===== config.mk =====
export PLATFORM = sky130hd
export DESIGN_NAME = wfg_ctrl
export DESIGN_NICKNAME = d
export VERILOG_FILES = /design/src/wfg_pkg.sv /design/src/wfg_ctrl.sv
export SDC_FILE = /design/constraint.sdc
export NUM_CORES = 1
export LEC_CHECK = 0
export ABC_AREA = 1
export ABC_CLOCK_PERIOD_IN_PS = 1600
export BUFFER_PORTS_ARGS = -buffer_cell sky130_fd_sc_hd__clkbuf_2
export CAP_MARGIN = 20
export CORE_AREA = 2 2 39 41
export CTS_CLUSTER_SIZE = 8
export DETAILED_ROUTE_END_ITERATION = 16
export DIE_AREA = 0 0 41 43
export PLACE_DENSITY = 0.6
export SLEW_MARGIN = 15
export SYNTH_ARGS = -nofsm -noshare
export SYNTH_HDL_FRONTEND = slang
export SYNTH_SLANG_ARGS = --single-unit

===== constraint.sdc =====
create_clock -name clk_i -period 1.6 [get_ports clk_i]
set_input_delay 0.08 -clock clk_i [delete_from_list [all_inputs] [get_ports clk_i]]
set_output_delay 0.08 -clock clk_i [all_outputs]
set_load 0.01 [all_outputs]

===== src/wfg_pkg.sv =====
// Shared codes and control types of the wait-for graph deadlock detector.
`default_nettype none
package wfg_pkg;

  localparam logic [1:0] CMD_REQUEST = 2'd0;
  localparam logic [1:0] CMD_ACQUIRE = 2'd1;
  localparam logic [1:0] CMD_UNLOCK  = 2'd2;
  localparam logic [1:0] CMD_CHECK   = 2'd3;

  localparam logic [2:0] ST_DONE        = 3'd0;
  localparam logic [2:0] ST_NO_DEADLOCK = 3'd1;
  localparam logic [2:0] ST_CYCLE       = 3'd2;
  localparam logic [2:0] ST_FULL        = 3'd3;
  localparam logic [2:0] ST_UNKNOWN     = 3'd4;

  localparam int unsigned MaxResults = 17;
  localparam int unsigned KW         = 5;
  localparam int unsigned WW         = 5;
  localparam logic [WW-1:0] WaitMax  = 5'd31;

  typedef struct packed {
    logic accept;
    logic lscan;
    logic vscan;
    logic exec;
    logic root;
    logic dfs;
    logic findp;
    logic outc;
  } wfg_ctrl_t;

  typedef struct packed {
    logic is_check;
    logic lscan_end;
    logic vscan_end;
    logic out_free;
    logic root_end;
    logic root_skip;
    logic dfs_leaf;
    logic dfs_top0;
    logic dfs_hit;
    logic findp_end;
    logic outc_last;
  } wfg_stat_t;

endpackage
`default_nettype wire


===== src/wfg_ctrl.sv =====
// Sequencing state machine of the deadlock detector.
`default_nettype none
module wfg_ctrl (
  input  wire                 clk_i,
  input  wire                 rst_ni,
  input  wire                 in_valid_i,
  output logic                in_ready_o,
  input  wfg_pkg::wfg_stat_t  stat_i,
  output wfg_pkg::wfg_ctrl_t  ctrl_o
);
  import wfg_pkg::*;

  localparam logic [2:0] S_IDLE  = 3'd0;
  localparam logic [2:0] S_LSCAN = 3'd1;
  localparam logic [2:0] S_VSCAN = 3'd2;
  localparam logic [2:0] S_EXEC  = 3'd3;
  localparam logic [2:0] S_ROOT  = 3'd4;
  localparam logic [2:0] S_DFS   = 3'd5;
  localparam logic [2:0] S_FINDP = 3'd6;
  localparam logic [2:0] S_OUTC  = 3'd7;

  logic [2:0] state_q, state_d;

  assign in_ready_o = (state_q == S_IDLE);

  always_comb begin
    state_d = state_q;
    ctrl_o  = '0;
    unique case (state_q)
      S_IDLE: begin
        if (in_valid_i) begin
          ctrl_o.accept = 1'b1;
          state_d = stat_i.is_check ? S_ROOT : S_LSCAN;
        end
      end
      S_LSCAN: begin
        ctrl_o.lscan = 1'b1;
        if (stat_i.lscan_end) state_d = S_VSCAN;
      end
      S_VSCAN: begin
        ctrl_o.vscan = 1'b1;
        if (stat_i.vscan_end) state_d = S_EXEC;
      end
      S_EXEC: begin
        if (stat_i.out_free) begin
          ctrl_o.exec = 1'b1;
          state_d = S_IDLE;
        end
      end
      S_ROOT: begin
        if (stat_i.root_end) begin
          if (stat_i.out_free) begin
            ctrl_o.root = 1'b1;
            state_d = S_IDLE;
          end
        end else begin
          ctrl_o.root = 1'b1;
          if (!stat_i.root_skip) state_d = S_DFS;
        end
      end
      S_DFS: begin
        ctrl_o.dfs = 1'b1;
        if (stat_i.dfs_leaf && stat_i.dfs_top0) state_d = S_ROOT;
        else if (stat_i.dfs_hit) state_d = S_FINDP;
      end
      S_FINDP: begin
        ctrl_o.findp = 1'b1;
        if (stat_i.findp_end) state_d = S_OUTC;
      end
      S_OUTC: begin
        if (stat_i.out_free) begin
          ctrl_o.outc = 1'b1;
          if (stat_i.outc_last) state_d = S_IDLE;
        end
      end
      default: state_d = S_IDLE;
    endcase
  end

  always_ff @(posedge clk_i or negedge rst_ni) begin
    if (!rst_ni) begin
      state_q <= S_IDLE;
    end else begin
      state_q <= state_d;
    end
  end

endmodule
`default_nettype wire


# After elaboration in Yosys (flattened, before gate mapping)
# Index checks and enable logic that the tools add are counted.
[word_totals] register_bits=3 output_inout_bits=9
[op_classes] n_eq_ne=15 mux=24 n_reduce_logical=3
[op_table] operator="$mux W3" count=12
[op_table] operator="$pmux W3 S8" count=1
[op_table] operator="$eq A3 B3 Y1 const B" count=4
[op_table] operator="$ne A2 B2 Y1 const B" count=6
[op_table] operator="$mux W1" count=11
[op_table] operator="$reduce_and A8 Y1" count=1
[op_table] operator="$eq A3 B2 Y1 const B" count=2
[op_table] operator="$ne A3 B3 Y1 const B" count=2
[op_table] operator="$eq A3 B1 Y1 const B" count=1
[op_table] operator="$logic_not A3 Y1" count=1
[op_table] operator="$logic_and A1 B1 Y1" count=1

# Logic depth before layout (Yosys ltp)
# Gate-level depths: netlist of run 1.
[logic_depth] word_depth=3 depth_mapped=8 mapped_depth_nobuf=8

# Least setup slack after synthesis of run 1
# OpenSTA, ideal clock, no wires.
[synth_path] path_type="reg-to-reg" from="reg state_q[0]" to="reg state_q[0]" setup_ns=0.065 arrival_ns=1.060 required_ns=1.535 path_slack_ns=0.475 path_stages_with_launch=9 n_path_buf=1 cell_sequence="dfrtp_1 > buf_6 > inv_4 > nand2_1 > nor2_1 > nor2_1 > nand3_1 > nand3_1 > nand2_1"
[synth_via] elab_chain_cells=3 word_cells_on_any_way=20 classes_between="15 x eq/ne; 3 x mux; 2 x reduce/logical"
[synth_lines] item="from (decl)" line_no="wfg_ctrl.sv:22" rtl="logic [2:0] state_q, state_d;"
[synth_lines] item="from (signal assigned)" line_no="wfg_ctrl.sv:84" rtl="state_q <= state_d;"
[synth_lines] item="$eq A3 B3 Y1 (tied with other cells)" line_no="wfg_ctrl.sv:29" rtl="unique case (state_q)"
[synth_lines] item="$ne A3 B3 Y1 (no source line) (tied with other cells)"
[synth_lines] item="$reduce_and A8 Y1 (no source line) / $pmux W3 S8 (equally long branches)"
# Parallel ways exist; a longest one is shown, timed or not.
# A chain may end at the register's enable or synchronous reset.

==> impl_summary.txt, run 1 <==
----------------------------------------------------
[Logic synthesis]
  Average cell area after synthesis ... between 6 and 7 um2
  Number of distinct library cells after synthesis ... 19
  Net Count, Synth ... 86
  Number of instances in the synthesized netlist ... 72
  Yosys warns ... 0
  Netlist Area Pre-Place ... about 460 um2
  Post-synthesis register bit count ... 3
  Share of synthesized area occupied by flip-flops and latches ... 16.3%

[Placement]
  Cell area after placement ... 563 um2
  I/O Buffers ... 22
  Post-DP HPWL ... about 850 um
  Final GP Congestion ... ~0.8
  Instance count after placement with tap cells included ... about 110

[Finish]
  Max FFs per register ... 3
  Final instance area ... between 500 and 600 um2
  Fraction of final layout cells sized beyond drive strength 1 ... between 40% and 50%
  Largest reg by FF count ... state_q
  Post-layout instance count excluding filler cells ... 113
  Net count reported at finish ... between 100 and 150
  Antenna cell count ... 0
  P&R area growth vs syn ... 30.5%
  Count of filler cells inserted in the layout ... 160
  Top Registers ... state_q x3

[Floorplan]
  Row Count ... 14
  Overall die area ... approximately 1800 um2
  Floorplan core area ... 1380 um2
  Count of boundary I/O pins ... 23
  Initial standard-cell utilization of the core ... about a third
  X dimension of the die ... roughly 40 um
  Die outline height ... about 43 um

[Global route]
  Pin count of the biggest net entering global routing ... 10
  Vias in the first global route ... between 400 and 500
  First-pass GRT wire length ... roughly 1800 um
  Initial antenna violation count ... 0
  Total routing usage reported by global routing ... approximately 14%
  Aggregate global routing overflow ... 0

[Setup path]
  Data required time of the critical path ... about 1.5 ns
  Maximum fanout count along the critical path ... 9
  Data arrival time of the critical path ... approximately 1.4 ns
  Path type of the worst setup path ... register to output pin
  Endpoint type of the worst setup path ... output pin
  Critical path launch point type ... register

[Timing]
  Clock Skews ... approximately 0.000066 ns
  Accumulated negative setup slack ... 0 ns
  Final cycle utilization of the critical path ... roughly nine tenths
  Unrepaired setup endpoints after global routing ... false
  Fmax achieved ... 694 MHz
  Clock period minus worst slack ... about 1.4 ns
  Pins over their slew limit ... 0
  Hold Fails Final Rpt ... 0
  Number of endpoints failing setup at the final stage ... 0
  Worst slew slack as a fraction of its limit ... around two thirds
  Worst Max-Slew Pin Slew ... between 0.4 and 0.5 ns

[Run]
  Max-capacitance violation count ... 0

[Clock network]
  H-tree depth ... 1
  CTS tree ... built
  CTS sink count ... 3
  Clk pin slew, worst setup/hold paths ... around 0.030 ns
  Number of CTS-inserted buffers ... 3
  Quantity of gates resized following cts ... 0
  Maximum buffer depth of the clock tree ... 2
  Root buffer cell ... sky130_fd_sc_hd__clkbuf_4
  Clock latency at the later pin of the worst-skew pair ... around 0.23 ns

[Route]
  Number of remaining DRC errors ... 0
  Routed wire length per instance ... roughly 9 um
  Number of vias per cell ... 4.41
  Total length of routed wires ... between 1000 and 1500 um
  Routed via count ... between 400 and 500
  Number of nets still failing antenna checks after routing ... 0
  Detailed-routing iteration count for the pre-antenna-repair pass ... 4
  Violation count after the first detailed-route iteration ... 8

[Outcome]
  Run status ... finished clean

[Power]
  Sum of internal, switching and leakage power ... 0.00105 W
  Standby leakage power ... between 0.3 and 0.4 nW
  Power density of the placed cells ... roughly 1800 nW/um2
  Worst vdd ir ... ~0.47 mV

[Min path]
  Hold/Removal Path Class ... input pin to asynchronous set/reset pin

----------------------------------------------------
## worst max-delay path, stage by stage (launching register included)
cell	delay [ns]
sky130_fd_sc_hd__dfrtp_1	0.61
sky130_fd_sc_hd__nand2_1	0.19
sky130_fd_sc_hd__nor2_1	0.18
sky130_fd_sc_hd__clkbuf_2	0.16
## through the flow
step / setup slack (ns) / hold slack (ns) / util, %
after floorplan: 0.475 / -0.216 / -
after global placement: 0.276 / -0.122 / 40.7
after detailed placement: 0.269 / -0.122 / 40.7
after CTS: 0.167 / 0.178 / 43.3
after global routing: 0.0425 / 0.195 / 43.3
final: 0.160 / 0.200 / 43.3
## cell usage after synthesis
| library cell | number | share of area (%) |
|---|---|---|
| sky130_fd_sc_hd__inv_2 | 3 | 2.5 |
| sky130_fd_sc_hd__nor3_2 | 1 | 2.2 |
| sky130_fd_sc_hd__nor2_2 | 1 | 1.4 |
| sky130_fd_sc_hd__nor2_1 | 5 | 4.1 |
| sky130_fd_sc_hd__nand3_1 | 9 | 9.8 |
| sky130_fd_sc_hd__nand2_2 | 3 | 4.1 |
| sky130_fd_sc_hd__buf_6 | 3 | 7.4 |
| sky130_fd_sc_hd__o211ai_1 | 1 | 1.6 |
| sky130_fd_sc_hd__nand4_2 | 1 | 2.7 |
| sky130_fd_sc_hd__inv_1 | 11 | 9.0 |
| sky130_fd_sc_hd__nor3_1 | 3 | 3.3 |
| sky130_fd_sc_hd__dfrtp_1 | 3 | 16 |
| sky130_fd_sc_hd__nand4_1 | 3 | 4.1 |
| sky130_fd_sc_hd__nor2_8 | 1 | 4.4 |
| sky130_fd_sc_hd__inv_4 | 1 | 1.4 |
| sky130_fd_sc_hd__nor2_4 | 3 | 7.4 |
| sky130_fd_sc_hd__a211oi_1 | 1 | 1.6 |
| sky130_fd_sc_hd__nand3_2 | 1 | 2.2 |
| sky130_fd_sc_hd__nand2_1 | 18 | 15 |
## cell type report
type | count | area (um2) | share of cell area, %
Sequential cell | 3 | 75.1 | 12.5
Timing Repair Buffer | 24 | 128 | 21.3
Multi-Input combinational cell | 51 | 292 | 48.6
Tap cell | 16 | 20.0 | 3.34
Inverter | 15 | 58.8 | 9.81
Clock buffer | 4 | 26.3 | 4.38
## power by group
part           switching, W  internal (W)  total [W]
Combinational      0.000418      0.000271   0.000688
Sequential         0.000123      0.000115   0.000238
Clock             0.0000347     0.0000932   0.000128
Total              0.000575      0.000479    0.00105
## layout by cell type, fill, tap and decap left out, types with 3 or more instances in the layout
master	instances
sky130_fd_sc_hd__clkbuf_4	3
sky130_fd_sc_hd__nor2_1	5
sky130_fd_sc_hd__dfrtp_1	3
sky130_fd_sc_hd__nor3_1	3
sky130_fd_sc_hd__nand3_1	9
sky130_fd_sc_hd__inv_2	3
sky130_fd_sc_hd__nand2_2	3
sky130_fd_sc_hd__nand4_1	3
sky130_fd_sc_hd__inv_1	11
sky130_fd_sc_hd__nor2_4	3
sky130_fd_sc_hd__nand2_1	18
sky130_fd_sc_hd__clkbuf_2	22
## what timing repair did
item                                   4_1_cts  5_1_grt
hold buffers                                 1        0
setup buffers                                0        0
endpoints found under the hold margin        3        0
## worst paths after layout
check / start / endpoint / slack (ns) / depth (start not counted)
worst max-delay path: state_q[1]$_DFFE_PN0P_ / ctrl_o[5] / 0.16 / 3
worst min-delay path: rst_ni / state_q[0]$_DFFE_PN0P_ / 0.20 / 2
worst max register to register: state_q[0]$_DFFE_PN0P_ / state_q[0]$_DFFE_PN0P_ / 0.26 / 7
worst min register to register: state_q[2]$_DFFE_PN0P_ / state_q[2]$_DFFE_PN0P_ / 0.63 / 2
max in group asynchronous: rst_ni / state_q[2]$_DFFE_PN0P_ / 1.29 / 2
min in group clk_i: stat_i[10] / state_q[2]$_DFFE_PN0P_ / 0.22 / 5
## metal layers
| layer | wire length (um) | vias up | track usage [%] | part of all wire [%] |
|---|---|---|---|---|
| met3 | 47 | 2 | 2.09 | 4.6 |
| met5 | 0 | - | 0 | 0 |
| met4 | 8 | 0 | 5.33 | 0.78 |
| li1 | - | 280 | - | - |
| met2 | 481 | 12 | 21.3 | 47 |
| met1 | 488 | 204 | 19.7 | 48 |
## kinds of logic (layout without fill, tap and decap cells)
logic type / Yosys count / in the layout / share of synthesized area [%]
flip-flops: 3 / 3 / 16.3
AND/OR/NAND/NOR: 49 / 49 / 60.2
AO/OA/AOI/OAI: 2 / 2 / 3.27
buffers and inverters: 18 / 43 / 20.2
No activity file was read; power rests on OpenSTA's default activity.
==> run 2: changes to the inputs <==
--- a/config.mk
+++ b/config.mk
@@ -5,7 +5,6 @@
 export SDC_FILE = /design/constraint.sdc
 export NUM_CORES = 1
 export LEC_CHECK = 0
-export ABC_AREA = 1
 export ABC_CLOCK_PERIOD_IN_PS = 1600
 export BUFFER_PORTS_ARGS = -buffer_cell sky130_fd_sc_hd__clkbuf_2
 export CAP_MARGIN = 20
@@ -13,7 +12,7 @@
 export CTS_CLUSTER_SIZE = 8
 export DETAILED_ROUTE_END_ITERATION = 16
 export DIE_AREA = 0 0 41 43
-export PLACE_DENSITY = 0.6
+export PLACE_DENSITY = 0.54
 export SLEW_MARGIN = 15
 export SYNTH_ARGS = -nofsm -noshare
 export SYNTH_HDL_FRONTEND = slang
==> run 2 against run 1 <==
Critical path depth is the same; core utilization fell by 2.6 points; sequential share of layout area grew 1.0 points; largest cell class unchanged.
==> impl_summary.txt, run 2 <==
----------------------------------------------------
[Outcome]
  Run status ... finished clean

[Placement]
  I/O Buffers ... 22 (unchanged)
  Final GP Congestion ... 0.792 (+0.73%)
  Pre-CTS setup slack ... 0.244 ns (-0.0245 ns)
  Post-DP HPWL ... 812 um (-4.1%)
  Instance count after placement with tap cells included ... 91 (-16%)

[Timing]
  Final cycle utilization of the critical path ... 92.4% (+2.4 points)
  Post-layout worst setup margin ... 0.122 ns (-0.0382 ns)
  Fmax achieved ... 676 MHz (-2.6%)
  Accumulated negative setup slack ... 0 ns (unchanged)
  Clock Skews ... 0.00138 ns (+0.00131 ns)
  Unrepaired setup endpoints after global routing ... false
  Pins over their slew limit ... 0 (unchanged)
  Worst Max-Slew Pin Slew ... 0.366 ns (-0.105 ns)
  Worst slew slack as a fraction of its limit ... 75.0% (+6.4 points)
  Number of endpoints failing setup at the final stage ... 0 (unchanged)
  Clock period minus worst slack ... 1.48 ns (+0.0382 ns)
  Hold Fails Final Rpt ... 0 (unchanged)

[Logic synthesis]
  Post-synthesis register bit count ... 3 (unchanged)
  Share of async-settable or async-resettable flops after synthesis ... 100% (unchanged)
  Synth cell count leaders ... 7 x sky130_fd_sc_hd__nor2_1, 5 x sky130_fd_sc_hd__a21oi_1, 5 x sky130_fd_sc_hd__nand2_1, 4 x sky130_fd_sc_hd__inv_1
  Number of distinct library cells after synthesis ... 26 (+7)
  Top area cells in the synthesized netlist ... sky130_fd_sc_hd__dfrtp_1 20%, sky130_fd_sc_hd__a32oi_4 7.3%, sky130_fd_sc_hd__nor2_1 7.0%, sky130_fd_sc_hd__a21oi_1 6.6%, sky130_fd_sc_hd__nand2_1 5.0%
  EDFF count, synth ... 0 (unchanged)
  Post-synth top flop ... sky130_fd_sc_hd__dfrtp_1
  Top-area cell type share of the netlist area ... 19.9% (+3.5 points)
  Average cell area after synthesis ... 7.13 um2 (+12%)
  Library cell occupying the most area in the post-synthesis netlist ... sky130_fd_sc_hd__dfrtp_1
  Share of synthesized area occupied by flip-flops and latches ... 19.9% (+3.5 points)
  Net Count, Synth ... 67 (-22%)
  Yosys warns ... 0 (unchanged)
  Cell with the most instances after synthesis ... sky130_fd_sc_hd__nor2_1
  Netlist Area Pre-Place ... 378 um2 (-18%)
  Number of instances in the synthesized netlist ... 53 (-26%)

[Finish]
  Final Core Density ... 40.7% (-2.6 points)
  Count of filler cells inserted in the layout ... 153 (-4.4%)
  Antenna cell count ... 0 (unchanged)
  Top Registers ... state_q x3
  Net count reported at finish ... 95 (-15%)
  Commonest cells after routing, fill and taps aside ... 22 x sky130_fd_sc_hd__clkbuf_2, 7 x sky130_fd_sc_hd__nor2_1, 5 x sky130_fd_sc_hd__nand2_1, 5 x sky130_fd_sc_hd__a21oi_1, 5 x sky130_fd_sc_hd__buf_4
  P&R area growth vs syn ... 49.0%
  Leading cell type in the layout, fill and taps excluded ... sky130_fd_sc_hd__clkbuf_2
  Max FFs per register ... 3 (unchanged)
  Fraction of final layout cells sized beyond drive strength 1 ... 42.5% (+0.23 points)
  Largest reg by FF count ... state_q
  Post-layout instance count excluding filler cells ... 96 (-15%)

[Setup path]
  Path type of the worst setup path ... register to output pin
  Endpoint type of the worst setup path ... output pin
  Data arrival time of the critical path ... 1.40 ns (+0.04 ns)
  Maximum fanout count along the critical path ... 7 (-2)
  Data required time of the critical path ... 1.52 ns (about the same)
  Critical path launch point type ... register

[Route]
  Detailed-routing iteration count for the pre-antenna-repair pass ... 4 (unchanged)
  Total length of routed wires ... 987 um (-3.7%)
  Number of vias per cell ... 4.91 (+11%)
  Number of nets still failing antenna checks after routing ... 0 (unchanged)
  Violation count after the first detailed-route iteration ... 9 (+1)
  Number of remaining DRC errors ... 0 (unchanged)
  Routed wire length per instance ... 10.3 um (+13%)
  Routed via count ... 471 (-5.4%)

[Clock network]
  Clk pin slew, worst setup/hold paths ... 0.04 ns (about the same)
  Number of CTS-inserted buffers ... 3 (unchanged)
  CTS sink count ... 3 (unchanged)
  H-tree depth ... 1 (unchanged)
  CTS tree ... built
  Root buffer cell ... sky130_fd_sc_hd__clkbuf_4
  Clock latency at the later pin of the worst-skew pair ... 0.23 ns (about the same)
  Maximum buffer depth of the clock tree ... 2 (unchanged)
  Post-CTS setup buffer count ... 0 (unchanged)

[Global route]
  Vias in the first global route ... 422 (-5.0%)
  First-pass GRT wire length ... 1620 um (-8.2%)
  Pin count of the biggest net entering global routing ... 10 (unchanged)
  Initial antenna violation count ... 0 (unchanged)
  Aggregate global routing overflow ... 0 (unchanged)
  Total routing usage reported by global routing ... 13.4% (-0.79 points)

[Floorplan]
  Initial standard-cell utilization of the core ... 27.3% (-5.9 points)
  Count of boundary I/O pins ... 23 (unchanged)
  Row Count ... 14 (unchanged)
  Floorplan core area ... 1380 um2 (unchanged)
  Die outline height ... 43 um (unchanged)
  Overall die area ... 1760 um2 (unchanged)
  X dimension of the die ... 41 um (unchanged)

[Run]
  Max-capacitance violation count ... 0 (unchanged)

[Power]
  Sum of internal, switching and leakage power ... 0.000901 W (-14%)
  Worst vdd ir ... 0.562 mV (+18%)
  Standby leakage power ... 0.280 nW (-25%)
  Power density of the placed cells ... 1600 nW/um2 (-9.0%)

[Min path]
  Hold/Removal Path Class ... input pin to asynchronous set/reset pin

----------------------------------------------------
## run 2: timing repair
item / 4_1_cts / 5_1_grt
endpoints found under the setup margin: 0 / 2
hold buffers: 1 / 0
resized for setup: 0 / 2
endpoints found under the hold margin: 3 / 0
## run 2: where the power goes
part | leakage [nW] | switching, W | internal (W)
Sequential | 0.0347 | 0.0000504 | 0.000113
Combinational | 0.231 | 0.000311 | 0.000296
Clock | 0.0150 | 0.0000383 | 0.0000934
Total | 0.280 | 0.000400 | 0.000502
## run 2: critical path: stages, from the launching register on
cell and delay [ns]:
sky130_fd_sc_hd__dfrtp_1 0.43, sky130_fd_sc_hd__buf_4 0.18, sky130_fd_sc_hd__a2111oi_0 0.36, sky130_fd_sc_hd__clkbuf_2 0.20
## run 2: final timing paths
path,endpoint,slack (ns),startpoint,cells past startpoint
setup reg to reg,state_q[2]$_DFFE_PN0P_,0.26,state_q[2]$_DFFE_PN0P_,4
max in group asynchronous,state_q[2]$_DFFE_PN0P_,1.31,rst_ni,2
hold / removal,state_q[0]$_DFFE_PN0P_,0.18,rst_ni,2
setup / recovery,ctrl_o[3],0.12,state_q[1]$_DFFE_PN0P_,3
hold reg to reg,state_q[2]$_DFFE_PN0P_,0.59,state_q[2]$_DFFE_PN0P_,1
min in group clk_i,state_q[1]$_DFFE_PN0P_,0.19,stat_i[3],4
## run 2: area by class of cell
cell class / instances / area (um2) / area share, %
inverter: 4 / 15.0 / 2.67
sequential: 3 / 76.3 / 13.6
tap: 16 / 20.0 / 3.56
clock buffer: 4 / 26.3 / 4.67
timing repair buffer: 28 / 158 / 28.0
multi-input combinational: 41 / 268 / 47.6
## run 2: layer usage
metal	up-vias	global-route usage [%]	part of all wire, %	routed length, um
li1	246	-	-	-
met1	209	15.9	47	460
met2	16	21.6	47	461
met3	0	6.28	6.7	66
met4	0	2.00	0	0
met5	-	0	0	0
## run 2: cells by family (layout without fill, tap and decap cells)
logic type,Yosys count,after routing,share of synthesized area [%]
simple gates,23,23,30.1
compound gates,18,18,39.4
flops,3,3,19.9
buf+inv,9,36,10.6
## run 2: per-stage QoR
stage | instance area (um2) | hold slack (ns)
global placement | 520 | -0.117
finish | 563 | 0.175
global route | 563 | 0.187
floorplan | 378 | -0.216
detailed placement | 520 | -0.119
CTS | 557 | 0.180
==> run 3: changes to the inputs <==
--- a/config.mk
+++ b/config.mk
@@ -9,6 +9,7 @@
 export BUFFER_PORTS_ARGS = -buffer_cell sky130_fd_sc_hd__clkbuf_2
 export CAP_MARGIN = 20
 export CORE_AREA = 2 2 39 41
+export CTS_BUF_LIST = sky130_fd_sc_hd__clkbuf_4
 export CTS_CLUSTER_SIZE = 8
 export DETAILED_ROUTE_END_ITERATION = 16
 export DIE_AREA = 0 0 41 43
==> run 3 against run 2 <==
Fmax fell by 0.11%; via count rose by 0.21%; sequential cell count unchanged; worst setup slack worse by 0.0017 ns; clock power up 14%; die area is the same; total power is 2.3% higher; register-to-register slack about the same; wire length increased by 2.2%; worst hold slack better by 0.014 ns; design area rose by 0.67%.
==> impl_summary.txt, run 3 (synthesized netlist as in run 2, its figures left out) <==
----------------------------------------------------
[Outcome]
  Run status ... finished clean

[Clock network]
  Clk pin slew, worst setup/hold paths ... 0.03 ns (about the same)
  Root buffer cell ... sky130_fd_sc_hd__clkbuf_4
  H-tree depth ... 1 (unchanged)
  CTS tree ... built
  Maximum buffer depth of the clock tree ... 2 (unchanged)
  Clock latency at the later pin of the worst-skew pair ... 0.23 ns (about the same)
  Number of CTS-inserted buffers ... 3 (unchanged)
  CTS sink count ... 3 (unchanged)

[Floorplan]
  Die outline height ... 43 um (unchanged)
  Overall die area ... 1760 um2 (unchanged)
  Row Count ... 14 (unchanged)
  Count of boundary I/O pins ... 23 (unchanged)
  Initial standard-cell utilization of the core ... 27.3% (unchanged)
  Floorplan core area ... 1380 um2 (unchanged)
  X dimension of the die ... 41 um (unchanged)

[Global route]
  Vias in the first global route ... 422 (unchanged)
  First-pass GRT wire length ... 1660 um (+2.2%)
  Total routing usage reported by global routing ... 13.7% (+0.30 points)
  Pin count of the biggest net entering global routing ... 10 (unchanged)
  Initial antenna violation count ... 0 (unchanged)
  Aggregate global routing overflow ... 0 (unchanged)

[Route]
  Number of vias per cell ... 4.92 (+0.21%)
  Routed via count ... 472 (+0.21%)
  Total length of routed wires ... 1010 um (+2.2%)
  Routed wire length per instance ... 10.5 um (+2.2%)
  Violation count after the first detailed-route iteration ... 9 (unchanged)
  Number of nets still failing antenna checks after routing ... 0 (unchanged)
  Number of remaining DRC errors ... 0 (unchanged)
  Detailed-routing iteration count for the pre-antenna-repair pass ... 4 (unchanged)

[Placement]
  Instance count after placement with tap cells included ... 91 (unchanged)
  Post-DP HPWL ... 812 um (unchanged)
  Pre-CTS setup slack ... 0.244 ns (unchanged)
  Final GP Congestion ... 0.792 (unchanged)
  I/O Buffers ... 22 (unchanged)

[Setup path]
  Register-to-Register Path Depth ... 4 (unchanged)
  Reg-to-Reg End ... state_q[2]$_DFFE_PN0P_
  Data required time of the critical path ... 1.52 ns (about the same)
  Launching point of the worst reg2reg path ... state_q[2]$_DFFE_PN0P_
  Launch point of the worst path ... state_q[1]$_DFFE_PN0P_
  End of the critical path ... ctrl_o[3]
  Maximum fanout count along the critical path ... 7 (unchanged)
  R2r setup slk ... 0.26 ns (about the same)
  Critical path launch point type ... register
  Endpoint type of the worst setup path ... output pin
  Data arrival time of the critical path ... 1.40 ns (about the same)
  Path type of the worst setup path ... register to output pin

[Power]
  Logic gate share of total power ... 66.1% (-1.2 points)
  Net switching share of the total power ... 43.8% (-0.57 points)
  Power density of the placed cells ... 1630 nW/um2 (+1.7%)
  Cell-internal power ... 0.000519 W (+3.4%)
  Sequential cell fraction of total power ... 17.7% (-0.4 points)
  Standby leakage power ... 0.284 nW (+1.2%)
  Worst vdd ir ... 0.694 mV (+23%)
  Switching power summed over all nets ... 0.000404 W (+1.0%)
  Relative contribution of the clock network to total power ... 16.2% (+1.6 points)

[Finish]
  Post-layout instance count excluding filler cells ... 96 (unchanged)
  Commonest cells after routing, fill and taps aside ... 22 x sky130_fd_sc_hd__clkbuf_2, 7 x sky130_fd_sc_hd__nor2_1, 5 x sky130_fd_sc_hd__nand2_1, 5 x sky130_fd_sc_hd__a21oi_1, 5 x sky130_fd_sc_hd__buf_4
  Net count reported at finish ... 95 (unchanged)
  Top Registers ... state_q x3
  P&R area growth vs syn ... 50.0%
  Max FFs per register ... 3 (unchanged)
  Leading cell type in the layout, fill and taps excluded ... sky130_fd_sc_hd__clkbuf_2
  Fraction of final layout cells sized beyond drive strength 1 ... 43.8% (+1.3 points)
  Antenna cell count ... 0 (unchanged)
  Largest reg by FF count ... state_q

[Timing]
  Pins over their slew limit ... 0 (unchanged)
  Clock Skews ... 0.00164 ns (+0.000263 ns)
  Accumulated negative setup slack ... 0 ns (unchanged)
  Post-layout worst setup margin ... 0.120 ns (-0.00170 ns)
  Worst slew slack as a fraction of its limit ... 75.0% (unchanged)
  Number of endpoints failing setup at the final stage ... 0 (unchanged)
  Final cycle utilization of the critical path ... 92.5% (+0.11 points)
  Hold Fails Final Rpt ... 0 (unchanged)
  Fmax achieved ... 676 MHz (-0.11%)
  Clock period minus worst slack ... 1.48 ns (+0.00170 ns)
  Unrepaired setup endpoints after global routing ... false
  Worst Max-Slew Pin Slew ... 0.366 ns (-0.000000954 ns)

[Min path]
  Hold/Removal Path Class ... input pin to register

[Run]
  Max-capacitance violation count ... 0 (unchanged)

----------------------------------------------------
## run 3: cell counts in the layout (fill, tap and decap cells not counted)
Identical to the previous run, type by type.
## run 3: how the worst min path moves through the flow
stage / start / endpoint / slack, ns / cells past startpoint
final: stat_i[3] / state_q[1]$_DFFE_PN0P_ / 0.19 / 4
after global routing: rst_ni / state_q[1]$_DFFE_PN0P_ / 0.21 / 2
after CTS: rst_ni / state_q[1]$_DFFE_PN0P_ / 0.18 / 2
after detailed placement: rst_ni / state_q[1]$_DFFE_PN0P_ / -0.12 / 1
after global placement: rst_ni / state_q[1]$_DFFE_PN0P_ / -0.12 / 1
after floorplan: rst_ni / state_q[0]$_DFFE_PN0P_ / -0.22 / 0
## run 3: power by group through the flow
| stage | Combinational [W] | Clock [W] | Sequential (W) |
|---|---|---|---|
| 4_1_cts | 0.000604 | 0.000153 | 0.000163 |
| 6_report | 0.000609 | 0.000150 | 0.000163 |
| 3_3_place_gp | 0.000604 | 0 | 0.000164 |
| 5_1_grt | 0.000689 | 0.000166 | 0.000175 |
| 2_1_floorplan | 0.000453 | 0 | 0.000122 |
| 3_5_place_dp | 0.000600 | 0 | 0.000162 |
## run 3: worst max-delay path, cell delays in order (launching register included)
cell and delay (ns):
sky130_fd_sc_hd__dfrtp_1 0.43, sky130_fd_sc_hd__buf_4 0.18, sky130_fd_sc_hd__a2111oi_0 0.36, sky130_fd_sc_hd__clkbuf_2 0.20
## run 3: layout make-up
cell class,count,area (um2)
clock buffer,4,30.0
sequential,3,76.3
fill,155,817
inverter,4,15.0
timing repair buffer,28,158
tap,16,20.0
multi-input combinational,41,268
## run 3: what timing repair did
action,in CTS,in global routing
endpoints found under the hold margin,3,0
gates resized for setup,0,2
hold buffers,1,0
endpoints found under the setup margin,0,2
setup buffers,0,0
## run 3: routing by layer
| layer | wire (um) | global-route usage, % | share of wire [%] |
|---|---|---|---|
| met2 | 463 | 21.6 | 46 |
| met5 | 0 | 0 | 0 |
| met4 | 0 | 2.00 | 0 |
| met3 | 77 | 6.28 | 7.6 |
| met1 | 469 | 16.8 | 46 |
## run 3: per-stage QoR
| stage | hold WS [ns] | util [%] | total power (W) | instance area, um2 |
|---|---|---|---|---|
| floorplan | -0.216 | - | 0.000574 | 378 |
| global placement | -0.117 | 37.6 | 0.000768 | 520 |
| CTS | 0.176 | 40.5 | 0.000920 | 561 |
| detailed placement | -0.119 | 37.6 | 0.000762 | 520 |
| global route | 0.208 | 41.0 | 0.00103 | 567 |
| finish | 0.189 | 41.0 | 0.000922 | 567 |
